**config.mk**
```make
export PLATFORM = sky130hd
export DESIGN_NAME = i2c_command_script_sequencer_unit
export DESIGN_NICKNAME = d
export VERILOG_FILES = /design/src/i2c_css_pkg.sv /design/src/i2c_css_ram.sv /design/src/i2c_css_front.sv /design/src/i2c_css_issue.sv /design/src/i2c_command_script_sequencer_unit.sv
export VERILOG_INCLUDE_DIRS = /design/src /design/src/src
export SDC_FILE = /design/constraint.sdc
export NUM_CORES = 1
export LEC_CHECK = 0
export ABC_AREA = 1
export BUFFER_PORTS_ARGS = -buffer_cell sky130_fd_sc_hd__buf_2
export CAP_MARGIN = 20
export CORE_MARGIN = 1
export CORE_UTILIZATION = 40
export DETAILED_ROUTE_END_ITERATION = 7
export PLACE_DENSITY = 0.54
export SKIP_CTS_REPAIR_TIMING = 1
export SLEW_MARGIN = 20
export SYNTH_ARGS = -nofsm -noshare
export SYNTH_HDL_FRONTEND = slang
export SYNTH_SLANG_ARGS = --single-unit
```
**constraint.sdc**
```tcl
create_clock -name clk -period 4.4 [get_ports clk]
set_input_delay 0.22 -clock clk [delete_from_list [all_inputs] [get_ports clk]]
set_output_delay 0.22 -clock clk [all_outputs]
set_load 0.005 [all_outputs]
```
**src/assert_macros.svh**
```systemverilog
// Assertion macros used by the script sequencer issue stage.
// Depends on nothing; define NO_ASSERTIONS to compile them out.
`ifndef ASSERT_MACROS_SVH
`define ASSERT_MACROS_SVH

`ifndef NO_ASSERTIONS

// Plain property checked on every clock edge outside reset
`define ASSERT_PROP(label, clk, rst, prop, msg) \
  label: assert property (@(posedge clk) disable iff (rst) (prop)) else $error(msg);

// Same-cycle implication
`define ASSERT_IMPL(label, clk, rst, ante, cons, msg) \
  label: assert property (@(posedge clk) disable iff (rst) (ante) |-> (cons)) else $error(msg);

// Next-cycle implication
`define ASSERT_NEXT(label, clk, rst, ante, cons, msg) \
  label: assert property (@(posedge clk) disable iff (rst) (ante) |=> (cons)) else $error(msg);

`else

`define ASSERT_PROP(label, clk, rst, prop, msg)
`define ASSERT_IMPL(label, clk, rst, ante, cons, msg)
`define ASSERT_NEXT(label, clk, rst, ante, cons, msg)

`endif

`endif

```
**src/i2c_css_pkg.sv**
```systemverilog
// Package for the I2C command script sequencer: sizes, codes and bundles.
// Used by every module of the block except i2c_css_ram; depends on nothing.
package i2c_css_pkg;

  localparam int SCRIPT_DEPTH = 64;
  localparam int PTR_W        = $clog2(SCRIPT_DEPTH);
  localparam int LINE_W       = 6;
  localparam int POS_W        = 6;
  localparam int POS_COUNT    = 1 << POS_W;

  typedef logic [PTR_W-1:0]  ptr_t;
  typedef logic [LINE_W-1:0] line_num_t;
  typedef logic [7:0]        byte_t;

  typedef enum logic [2:0] {
    MODE_WRITE  = 3'd0,
    MODE_SETPOS = 3'd1,
    MODE_RUN    = 3'd2,
    MODE_STEP   = 3'd3,
    MODE_CLEAR  = 3'd4
  } mode_t;

  typedef enum logic [2:0] {
    OP_START   = 3'd0,
    OP_RESTART = 3'd1,
    OP_STOP    = 3'd2,
    OP_SEND    = 3'd3,
    OP_RECV    = 3'd4,
    OP_ACK     = 3'd5,
    OP_NACK    = 3'd6
  } cmd_t;

  typedef enum logic [2:0] {
    ACT_NONE    = 3'd0,
    ACT_START   = 3'd1,
    ACT_RESTART = 3'd2,
    ACT_SEND    = 3'd3,
    ACT_RECV    = 3'd4,
    ACT_ACK     = 3'd5,
    ACT_NACK    = 3'd6,
    ACT_STOP    = 3'd7
  } action_t;

  // One stored script line
  typedef struct packed {
    logic [2:0] cmd;
    byte_t      data;
    byte_t      tag;
  } line_t;

  // Item held between the accept register and the issue stage
  typedef struct packed {
    logic [2:0] mode;
    line_num_t  line_number;
    byte_t      rx_byte;
  } stage_t;

  // Result beat
  typedef struct packed {
    action_t   action;
    byte_t     tx_byte;
    logic      store_valid;
    byte_t     store_tag;
    byte_t     store_byte;
    line_num_t line_number;
    logic      running;
    logic      complete;
  } result_t;

endpackage

```
**src/i2c_css_ram.sv**
```systemverilog
// Generic single-write, single-read RAM with registered read data.
// Depends on nothing.
module i2c_css_ram #(
  parameter int WIDTH = 8,
  parameter int DEPTH = 64
) (
  input  logic                     clk,
  input  logic                     we,
  input  logic [$clog2(DEPTH)-1:0] waddr,
  input  logic [WIDTH-1:0]         wdata,
  input  logic                     re,
  input  logic [$clog2(DEPTH)-1:0] raddr,
  output logic [WIDTH-1:0]         rdata
);

  logic [WIDTH-1:0] mem [DEPTH];

  always_ff @(posedge clk) begin
    if (we) begin
      mem[waddr] <= wdata;
    end
    if (re) begin
      rdata <= mem[raddr];
    end
  end

endmodule

```
**src/i2c_css_front.sv**
```systemverilog
// Accept stage: write and run pointers, script RAM, and the item register.
// Depends on i2c_css_pkg and i2c_css_ram.
module i2c_css_front
  import i2c_css_pkg::*;
(
  input  logic             clk,
  input  logic             rst,
  input  logic             in_valid,
  output logic             in_ready,
  input  logic [2:0]       mode,
  input  logic [2:0]       command,
  input  logic [7:0]       send_data,
  input  logic [7:0]       dest_tag,
  input  logic [POS_W-1:0] position,
  input  logic [7:0]       rx_byte,
  input  logic             s1_advance,
  output logic             s1_valid,
  output stage_t           s1,
  output line_t            s1_line
);

  logic  accept;
  logic  is_write;
  logic  is_run;
  ptr_t  wr_ptr, wr_ptr_next;
  ptr_t  rd_ptr, rd_ptr_next;
  ptr_t  wr_inc, rd_inc;
  ptr_t  raddr;
  line_t wline;
  ptr_t  pos_tbl [POS_COUNT];

  // Position to pointer, wrapped by the script depth (constant table)
  for (genvar g = 0; g < POS_COUNT; g++) begin : g_pos
    localparam ptr_t PosWrapped = ptr_t'(g % SCRIPT_DEPTH);
    assign pos_tbl[g] = PosWrapped;
  end

  assign in_ready = !s1_valid || s1_advance;
  assign accept   = in_valid && in_ready;
  assign is_write = (mode == MODE_WRITE);
  assign is_run   = (mode == MODE_RUN);

  assign wr_inc = (wr_ptr == ptr_t'(SCRIPT_DEPTH - 1)) ? '0 : wr_ptr + ptr_t'(1);
  assign rd_inc = (rd_ptr == ptr_t'(SCRIPT_DEPTH - 1)) ? '0 : rd_ptr + ptr_t'(1);

  // Pointer updates; the read pointer runs ahead on every step since an
  // idle run pointer is never used before the next run resets it.
  always_comb begin
    wr_ptr_next = wr_ptr;
    rd_ptr_next = rd_ptr;
    if (accept) begin
      case (mode)
        MODE_WRITE:  wr_ptr_next = wr_inc;
        MODE_SETPOS: wr_ptr_next = pos_tbl[position];
        MODE_RUN:    rd_ptr_next = ptr_t'(1);
        MODE_STEP:   rd_ptr_next = rd_inc;
        default:     ;
      endcase
    end
  end

  always_ff @(posedge clk) begin
    if (rst) begin
      wr_ptr <= '0;
      rd_ptr <= '0;
    end else begin
      wr_ptr <= wr_ptr_next;
      rd_ptr <= rd_ptr_next;
    end
  end

  // Line as stored: unused fields are zeroed
  always_comb begin
    wline.cmd  = command;
    wline.data = (command == OP_SEND) ? send_data : '0;
    wline.tag  = (command == OP_ACK || command == OP_NACK) ? dest_tag : '0;
  end

  assign raddr = is_run ? '0 : rd_ptr;

  i2c_css_ram #(
    .WIDTH ($bits(line_t)),
    .DEPTH (SCRIPT_DEPTH)
  ) u_script (
    .clk   (clk),
    .we    (accept && is_write),
    .waddr (wr_ptr),
    .wdata (wline),
    .re    (accept),
    .raddr (raddr),
    .rdata (s1_line)
  );

  // Item register
  always_ff @(posedge clk) begin
    if (rst) begin
      s1_valid <= 1'b0;
    end else if (accept) begin
      s1_valid <= 1'b1;
    end else if (s1_advance) begin
      s1_valid <= 1'b0;
    end
  end

  always_ff @(posedge clk) begin
    if (accept) begin
      s1.mode        <= mode;
      s1.line_number <= line_num_t'(wr_ptr);
      s1.rx_byte     <= rx_byte;
    end
  end

endmodule

```
**src/i2c_css_issue.sv**
```systemverilog
// Issue stage: decodes the fetched line, keeps run/complete flags, and
// holds the result register. Depends on i2c_css_pkg and assert_macros.svh.
`include "assert_macros.svh"
module i2c_css_issue
  import i2c_css_pkg::*;
(
  input  logic    clk,
  input  logic    rst,
  input  logic    s1_valid,
  input  stage_t  s1,
  input  line_t   s1_line,
  output logic    s1_advance,
  output logic    out_valid,
  input  logic    out_ready,
  output result_t res
);

  logic    run_active, run_active_next;
  logic    done_flag, done_flag_next;
  logic    issue;
  result_t res_next;

  assign s1_advance = s1_valid && (!out_valid || out_ready);
  assign issue = (s1.mode == MODE_RUN) || (s1.mode == MODE_STEP && run_active);

  // Flag updates and line decode
  always_comb begin
    run_active_next = run_active;
    done_flag_next  = done_flag;
    res_next        = '0;
    res_next.action = ACT_NONE;
    case (s1.mode)
      MODE_WRITE: res_next.line_number = s1.line_number;
      MODE_RUN: begin
        done_flag_next  = 1'b0;
        run_active_next = 1'b1;
      end
      MODE_CLEAR: done_flag_next = 1'b0;
      default: ;
    endcase
    if (issue) begin
      case (s1_line.cmd) inside
        OP_START:   res_next.action = ACT_START;
        OP_RESTART: res_next.action = ACT_RESTART;
        OP_SEND: begin
          res_next.action  = ACT_SEND;
          res_next.tx_byte = s1_line.data;
        end
        OP_RECV:    res_next.action = ACT_RECV;
        OP_ACK, OP_NACK: begin
          res_next.action      = (s1_line.cmd == OP_ACK) ? ACT_ACK : ACT_NACK;
          res_next.store_valid = 1'b1;
          res_next.store_tag   = s1_line.tag;
          res_next.store_byte  = s1.rx_byte;
        end
        // stop and the unused code end the run
        default: begin
          res_next.action = ACT_STOP;
          run_active_next = 1'b0;
          done_flag_next  = 1'b1;
        end
      endcase
    end
    res_next.running  = run_active_next;
    res_next.complete = done_flag_next;
  end

  always_ff @(posedge clk) begin
    if (rst) begin
      run_active <= 1'b0;
      done_flag  <= 1'b0;
      out_valid  <= 1'b0;
    end else begin
      if (s1_advance) begin
        run_active <= run_active_next;
        done_flag  <= done_flag_next;
        out_valid  <= 1'b1;
      end else if (out_ready) begin
        out_valid <= 1'b0;
      end
    end
  end

  // Result register
  always_ff @(posedge clk) begin
    if (s1_advance) begin
      res <= res_next;
    end
  end

  `ASSERT_PROP(a_run_done_excl, clk, rst, !(run_active && done_flag), "running and complete both set")
  `ASSERT_IMPL(a_store_ack, clk, rst, out_valid, res.store_valid == (res.action == ACT_ACK || res.action == ACT_NACK), "store_valid does not match ack/nack action")
  `ASSERT_IMPL(a_stop_flags, clk, rst, out_valid && res.action == ACT_STOP, res.complete && !res.running, "stop result without end of run")
  `ASSERT_IMPL(a_tx_send, clk, rst, out_valid && res.tx_byte != '0, res.action == ACT_SEND, "tx byte on a non-send result")
  `ASSERT_NEXT(a_flags_hold, clk, rst, !s1_advance, $stable(run_active) && $stable(done_flag), "flags changed without an item")

endmodule

```
**src/i2c_command_script_sequencer_unit.sv**
```systemverilog
// I2C command script sequencer, top level.
// A result passes the script RAM read and item register, both loaded on the accept
// edge, then the issue/result register; out_ready low holds it in the item register.
// Throughput: one item per cycle while out_ready is high; a held result stalls in_ready.
// Reset (rst, synchronous, active high) clears pointers, run and complete
// flags and both valid stages; script lines are undefined until written.
module i2c_command_script_sequencer_unit
  import i2c_css_pkg::*;
(
  input  logic             clk,
  input  logic             rst,
  input  logic             in_valid,
  output logic             in_ready,
  input  logic [2:0]       mode,
  input  logic [2:0]       command,
  input  logic [7:0]       send_data,
  input  logic [7:0]       dest_tag,
  input  logic [POS_W-1:0] position,
  input  logic [7:0]       rx_byte,
  output logic             out_valid,
  input  logic             out_ready,
  output logic [2:0]       action,
  output logic [7:0]       tx_byte,
  output logic             store_valid,
  output logic [7:0]       store_tag,
  output logic [7:0]       store_byte,
  output logic [LINE_W-1:0] line_number,
  output logic             running,
  output logic             complete
);

  logic    s1_valid;
  logic    s1_advance;
  stage_t  s1;
  line_t   s1_line;
  result_t res;

  i2c_css_front u_front (
    .clk        (clk),
    .rst        (rst),
    .in_valid   (in_valid),
    .in_ready   (in_ready),
    .mode       (mode),
    .command    (command),
    .send_data  (send_data),
    .dest_tag   (dest_tag),
    .position   (position),
    .rx_byte    (rx_byte),
    .s1_advance (s1_advance),
    .s1_valid   (s1_valid),
    .s1         (s1),
    .s1_line    (s1_line)
  );

  i2c_css_issue u_issue (
    .clk        (clk),
    .rst        (rst),
    .s1_valid   (s1_valid),
    .s1         (s1),
    .s1_line    (s1_line),
    .s1_advance (s1_advance),
    .out_valid  (out_valid),
    .out_ready  (out_ready),
    .res        (res)
  );

  assign action      = res.action;
  assign tx_byte     = res.tx_byte;
  assign store_valid = res.store_valid;
  assign store_tag   = res.store_tag;
  assign store_byte  = res.store_byte;
  assign line_number = res.line_number;
  assign running     = res.running;
  assign complete    = res.complete;

endmodule
```
After elaboration in Yosys (flattened, before gate mapping)
Memories as Yosys holds them, arrays and structs flattened. A register that Yosys moved wholly into a read port is not among the register bits.
Index checks and enable logic that the tools add are counted.

cells by class
  $add $sub $neg = 2
  multiply operators = 0
  divide/modulo/power cells = 0
  $lt $le $gt $ge = 1
  eq/ne operators = 16
  shift operators = 0
  muxes and demuxes = 36
  bitwise gates (word level) = 4
  reductions and logical operators = 26

operator list
  cell                                                      number
  2-to-1 mux 6 bit                                          5
  case mux 6 bit (2 select lines)                           2
  2-to-1 mux 1 bit                                          21
  == test 3 x 2 -> 1 bit, second input constant             6
  == test 3 bit, second input constant                      6
  2-to-1 mux 17 bit                                         1
  2-to-1 mux 8 bit                                          2
  adder 6 x 1 -> 6 bit, second input constant               2
  == test 6 bit, second input constant                      2
  zero test 3 bit                                           3
  nonzero test 2 bit                                        4
  OR reduction 4 bit                                        2
  greater-or-equal comparator 7 bit, second input constant  1
  NOT 6 -> 7 bit                                            1
  == test 3 x 1 -> 1 bit, second input constant             2
  2-to-1 mux 2 bit                                          3
  2-to-1 mux 3 bit                                          2
  OR reduction 2 bit                                        3
  OR reduction 6 bit                                        1
  OR reduction 5 bit                                        1
  logical AND 1 bit                                         4
  logical OR 1 bit                                          4
  AND reduction 2 bit                                       2
  NOT 1 bit                                                 3
  zero test 1 bit                                           2

storage, ports and cells
  flip-flop bits (word level) = 69
  latch bits = 0
  bits in writable memories = 1216
  ROM bits = 384
  input bits = 40
  output and inout bits = 38
  logic and storage cells = 106
  memories kept = 2

memories
  memory                depth  bits a word  read ports  clocked after Yosys merged registers in  write ports  line                 text
  u_front.u_script.mem  64     19           1           1                                        1            i2c_css_ram.sv:16    logic [WIDTH-1:0] mem [DEPTH];
  (no name shown)       64     6            1           0                                        0            i2c_css_front.sv:54  MODE_SETPOS: wr_ptr_next = pos_tbl[position];

Depth between registers and ports, before layout
  depth after elaboration = 9
  gate-level depth with buffers = 14
  depth with buffers taken out = 10

Cells and area by module
Synthesis repeated with hierarchy kept, for this count alone.

unflattened totals
  cells, all modules = 4487
  area total of the unflattened synthesis = 52873.2 µm²

by module, submodules not included
  module         times used  cells each  area each (µm²)  seq. area each (µm²)
  i2c_css_ram    1           4159        49785.2          37085.6
  i2c_css_issue  1           149         1614.0           1141.1
  i2c_css_front  1           179         1473.9           770.7

Worst setup path after synthesis
OpenSTA, ideal clock, no wires.

  kind = flip-flop to flip-flop
  from = register u_issue.out_valid
  to = memory u_front.u_script.mem[10][0] (netlist name) (enable)
  setup time = 0.395 ns
  data arrival time = 3.073 ns
  required time = 4.005 ns
  slack = 0.932 ns
  stages on the path, launching flop included = 9
  path buffers = 1
  period minus slack after synthesis = 3.468 ns
  cells stage by stage = dfxtp_1 > nand3_1 > nand2_1 > inv_1 > nand2_1 > nor2_1 > buf_2 > nand3_1 > nor2_1

between the ends
  longest elaborated chain between the ends = 8

ends and longest elaborated chain
  element                                 line                                     text
  start, declared                         i2c_css_issue.sv:13                      output logic out_valid,
  start signal, assigned                  i2c_css_issue.sv:72                      out_valid <= 1'b0;
  start signal, assigned                  i2c_css_issue.sv:77                      out_valid <= 1'b1;
  start signal, assigned                  i2c_css_issue.sv:79                      out_valid <= 1'b0;
  zero test 1 bit                         i2c_css_issue.sv:23                      assign s1_advance = s1_valid && (!out_valid || out_ready);
  logical OR 1 bit                        i2c_css_issue.sv:23
  logical AND 1 bit                       i2c_css_issue.sv:23
  logical OR 1 bit                        i2c_css_front.sv:38                      assign in_ready = !s1_valid || s1_advance;
  net in_ready                            i2c_command_script_sequencer_unit.sv:13  output logic in_ready,
  logical AND 1 bit                       i2c_css_front.sv:39                      assign accept = in_valid && in_ready;
  net u_front.accept                      i2c_css_front.sv:22                      logic accept;
  logical AND 1 bit                       i2c_css_front.sv:86                      .we (accept && is_write),
  2-to-1 mux 1 bit                        i2c_css_ram.sv:19                        if (we) begin
  2-to-1 mux 1 bit (implied by the code)  i2c_css_ram.sv:20                        mem[waddr] <= wdata;
  end, declared                           i2c_css_ram.sv:16

The timed path passes the listed nets, and every way through them passes these cells.

Final worst setup path
  from = register u_front.rd_ptr[0]
  to = register u_front.u_script.rdata[18] (read register of u_front.u_script.mem), data pin

between the ends
  longest elaborated chain between the ends = 1

ends and longest elaborated chain
  element                 line                 text
  start, declared         i2c_css_front.sv:26  ptr_t rd_ptr, rd_ptr_next;
  start signal, assigned  i2c_css_front.sv:68  rd_ptr <= rd_ptr_next;
  2-to-1 mux 6 bit        i2c_css_front.sv:79  assign raddr = is_run ? '0 : rd_ptr;
  end, declared           i2c_css_ram.sv:13    output logic [WIDTH-1:0] rdata

No other way between the ends.
A chain may end at the register's enable or synchronous reset.

==> summary.md <==
| Metric | Value |
|---|---|
| FF-to-FF setup slack | `1.03 ns` |
| Most common cell after layout, fill and taps aside | `edfxtp_1` |
| Synth area leaders | `edfxtp_1 69%, nand3_1 9.6%, nand3b_1 4.6%` |
| Worst Reg-to-Reg Cells | `9` |
| Antenna violations before repair | `9` |
| Wire length per cell | `approximately 24 µm` |
| CP Launch Type | `register` |
| Relative slew margins | `23.6%` |
| Sw frac | `about 21%` |
| WP data required | `4.90 ns` |
| Pre-CTS WS | `0.882 ns` |
| Clock power frac | `43.9%` |
| Clk slew on worst S/H paths | `about 0.06 ns` |
| First-pass GRT wire length | `241,000 µm` |
| Top-area cell type share of the netlist area | `69.2%` |
| Minimum clock period | `3.37 ns` |
| Post-synth EDFFs | `1,288` |
| Detailed Route WL | `166,000 µm` |
| CTS Buf Count | `143` |
| Post-synthesis instance area | `0.0559 mm²` |
| Worst flop-to-flop path endpoint | `u_front.u_script.rdata[18]$_DFFE_PP_` |
| Async SR Flop Fraction | `0%` |
| Max-cap violations | `0` |
| CORE AREA | `about 0.14 mm²` |
| Worst IR drop on VDD | `approximately 0.00029 V` |
| CTS Buffer Depth | `3` |
| Register bit total from synthesis | `between 1,000 and 1,500` |
| Post-route worst setup slack | `between 1 and 1.5 ns` |
| Final setup vio count | `0` |
| I/O pin cnt | `78` |
| Area Overhead vs Synth | `13.6%` |
| Primary FF master, synth | `edfxtp_1` |
| RSZ-0062 raised after global routing | `no` |
| 1st-pass router iterations | `6` |
| Number of DRC markers in iteration 0 | `about 4,200` |
| Fmax | `297 MHz` |
| Placed Cells | `6,632` |
| Net Switching | `5.59 mW` |
| H-tree depth | `4` |
| Starting Density | `40.5%` |
| Crit Path Max Fanout | `119` |
| Reg-to-Reg Start | `u_front.rd_ptr[0]$_SDFFE_PP0P_` |
| Clk_lat worst skew | `between 0.7 and 0.8 ns` |
| Vias | `37,393` |
| Die area | `about 0.14 mm²` |
| Vias per Instance | `5.41` |
| Pleak | `about 24 nW` |
| Hold Crit Class | `in2reg` |
| Placement Rows | `136` |
| Total Routing Usage GR | `23.2%` |
| Endpoint class of the critical path | `register` |
| ANT nets after route | `0` |
| Routability cong. | `0.849` |
| Syn Area/Cell | `11.5 µm²` |
| Seq pwr share | `52.5%` |
| Setup TNS | `0 ns` |
| PortBufs | `77` |
| Clock sink count | `approximately 1,300` |
| P_int | `20.5 mW` |
| CP Launch Point | `u_front.rd_ptr[0]$_SDFFE_PP0P_` |
| Dpl hpwl | `between 80,000 and 90,000 µm` |
| Fin. max-slew vios | `0` |
| # DRC | `0` |
| Root buffer cell | `clkbuf_16` |
| Critical Path AT | `3.87 ns` |
| CTS tree | `done` |
| Sequential-to-total area share from yosys stat | `69.8%` |
| Yosys warnings | `0` |
| Setup Skew | `0.0263 ns` |
| Syn nets | `4,908` |
| Fin. Hold Viols | `0` |
| Synth area leader | `edfxtp_1` |
| WHS Path Cells | `3` |
| Post-synthesis cell count | `approximately 4,900` |
| Share of cells above drive strength 1 | `11.3%` |
| Vias in the first global route | `35,056` |
| Total gr overflow | `0` |
| Comb power frac | `~3.6%` |
| Power Dens Cells | `approximately 400 mW/mm²` |
| Setup crit end | `u_front.u_script.rdata[18]$_DFFE_PP_` |
| Most frequent cells in the layout | `1,288 x edfxtp_1, 1,077 x nand3_1, 507 x nor2_1, 505 x inv_1, 434 x nand2_1` |
| Outcome | `complete, no violations` |
| Die Y | `376 µm` |
| Chip Width | `376 µm` |
| Worst Path Class, Setup | `reg2reg` |
| Least-Margin Pin Slew | `1.15 ns` |
| Largest net degree at the start of global routing | `approximately 200` |
| Yosys cell types | `32` |
| Period utilization | `between 70% and 80%` |
| Fin nets | `4,984` |
| Post-route insts no fill | `6,918` |
[synthesized netlist by cell type, drive strengths merged (16+ instances only)]
library cell	count
dfxtp	16
clkbuf	90
nor2	586
buf	228
nand3b	343
o21ai	166
or2	78
edfxtp	1288
a21oi	17
nand2	439
inv	509
nand3	1078
[worst min path at each step]
stage	from	to	slack, ns
2_1_floorplan	rx_byte[0]	u_front.s1[0]$_DFFE_PP_	0.32
3_3_place_gp	rx_byte[4]	u_front.s1[4]$_DFFE_PP_	0.40
3_5_place_dp	rx_byte[4]	u_front.s1[4]$_DFFE_PP_	0.40
4_1_cts	rx_byte[4]	u_front.s1[4]$_DFFE_PP_	-0.43
5_1_grt	position[5]	u_front.wr_ptr[5]$_SDFFE_PP0P_	0.002
6_report	position[5]	u_front.wr_ptr[5]$_SDFFE_PP0P_	0.002
[cell families (layout without fill, tap and decap cells)]
| family | after synthesis | count (layout) | share of synthesized area, % |
|---|---|---|---|
| AND/OR/NAND/NOR | 2541 | 2541 | 22.2 |
| flip-flops | 1304 | 1304 | 69.8 |
| buffers and inverters | 828 | 1016 | 6.16 |
| AO/OA/AOI/OAI | 190 | 190 | 1.74 |
| adder cells (fa/ha/maj) | 2 | 2 | 0.0448 |
| XOR/XNOR | 1 | 1 | 0.0157 |
| other | 0 | 1 | 0 |
[layout make-up]
cell class | count | area (µm²)
diodes | 1 | 2.50
clock buffers | 191 | 3930
flip-flops and latches | 1304 | 39000
fillers | 12441 | 74600
inverters | 510 | 1920
well taps | 1863 | 2330
repair buffers | 249 | 2050
multi-input cells | 2734 | 13700
clock inverters | 66 | 464
[per-stage QoR]
stage	util, %	power [mW]	hold slack (ns)	area, µm²
floorplan	-	14.5	0.319	55900
global placement	42.6	14.9	0.401	58800
detailed placement	42.6	14.9	0.399	58800
CTS	45.8	26.2	-0.427	63200
global route	46.0	26.8	0.00185	63400
finish	46.0	26.1	0.00199	63400
[worst max-delay path, cell delays in order, from the launching register on]
cell,delay (ns)
dfxtp_4,0.68
buf_12,0.42
buf_12,0.44
nand3b_1,0.13
nand3_1,0.13
nand3_1,0.16
nand3_1,0.12
nand3_1,0.28
nand3_1,0.40
nand2_1,0.10
[sequential cells by signal (all words and copies together), names as in the netlist]
signal                  count
u_front.u_script.rdata     19
u_issue.run_active          1
u_issue.res                36
u_front.u_script.mem     1216
u_front.s1_valid            1
u_front.rd_ptr              6
u_front.wr_ptr              6
u_front.s1                 17
u_issue.out_valid           1
u_issue.done_flag           1
[per-layer routing]
| layer | track usage (%) | part of all wire, % |
|---|---|---|
| met1 | 33.2 | 44 |
| met2 | 36.2 | 46 |
| met4 | 7.39 | 2.8 |
| met5 | 0 | 0.013 |
| met3 | 3.51 | 7.2 |
[power groups by stage]
| stage | Combinational (mW) | Sequential (mW) | Clock, mW |
|---|---|---|---|
| 3_3_place_gp | 0.924 | 13.9 | 0 |
| 4_1_cts | 0.931 | 13.7 | 11.6 |
| 6_report | 0.949 | 13.7 | 11.4 |
| 5_1_grt | 1.03 | 13.7 | 12.1 |
| 2_1_floorplan | 0.525 | 13.9 | 0 |
| 3_5_place_dp | 0.929 | 13.9 | 0 |
(Power assumes the default switching activity.)
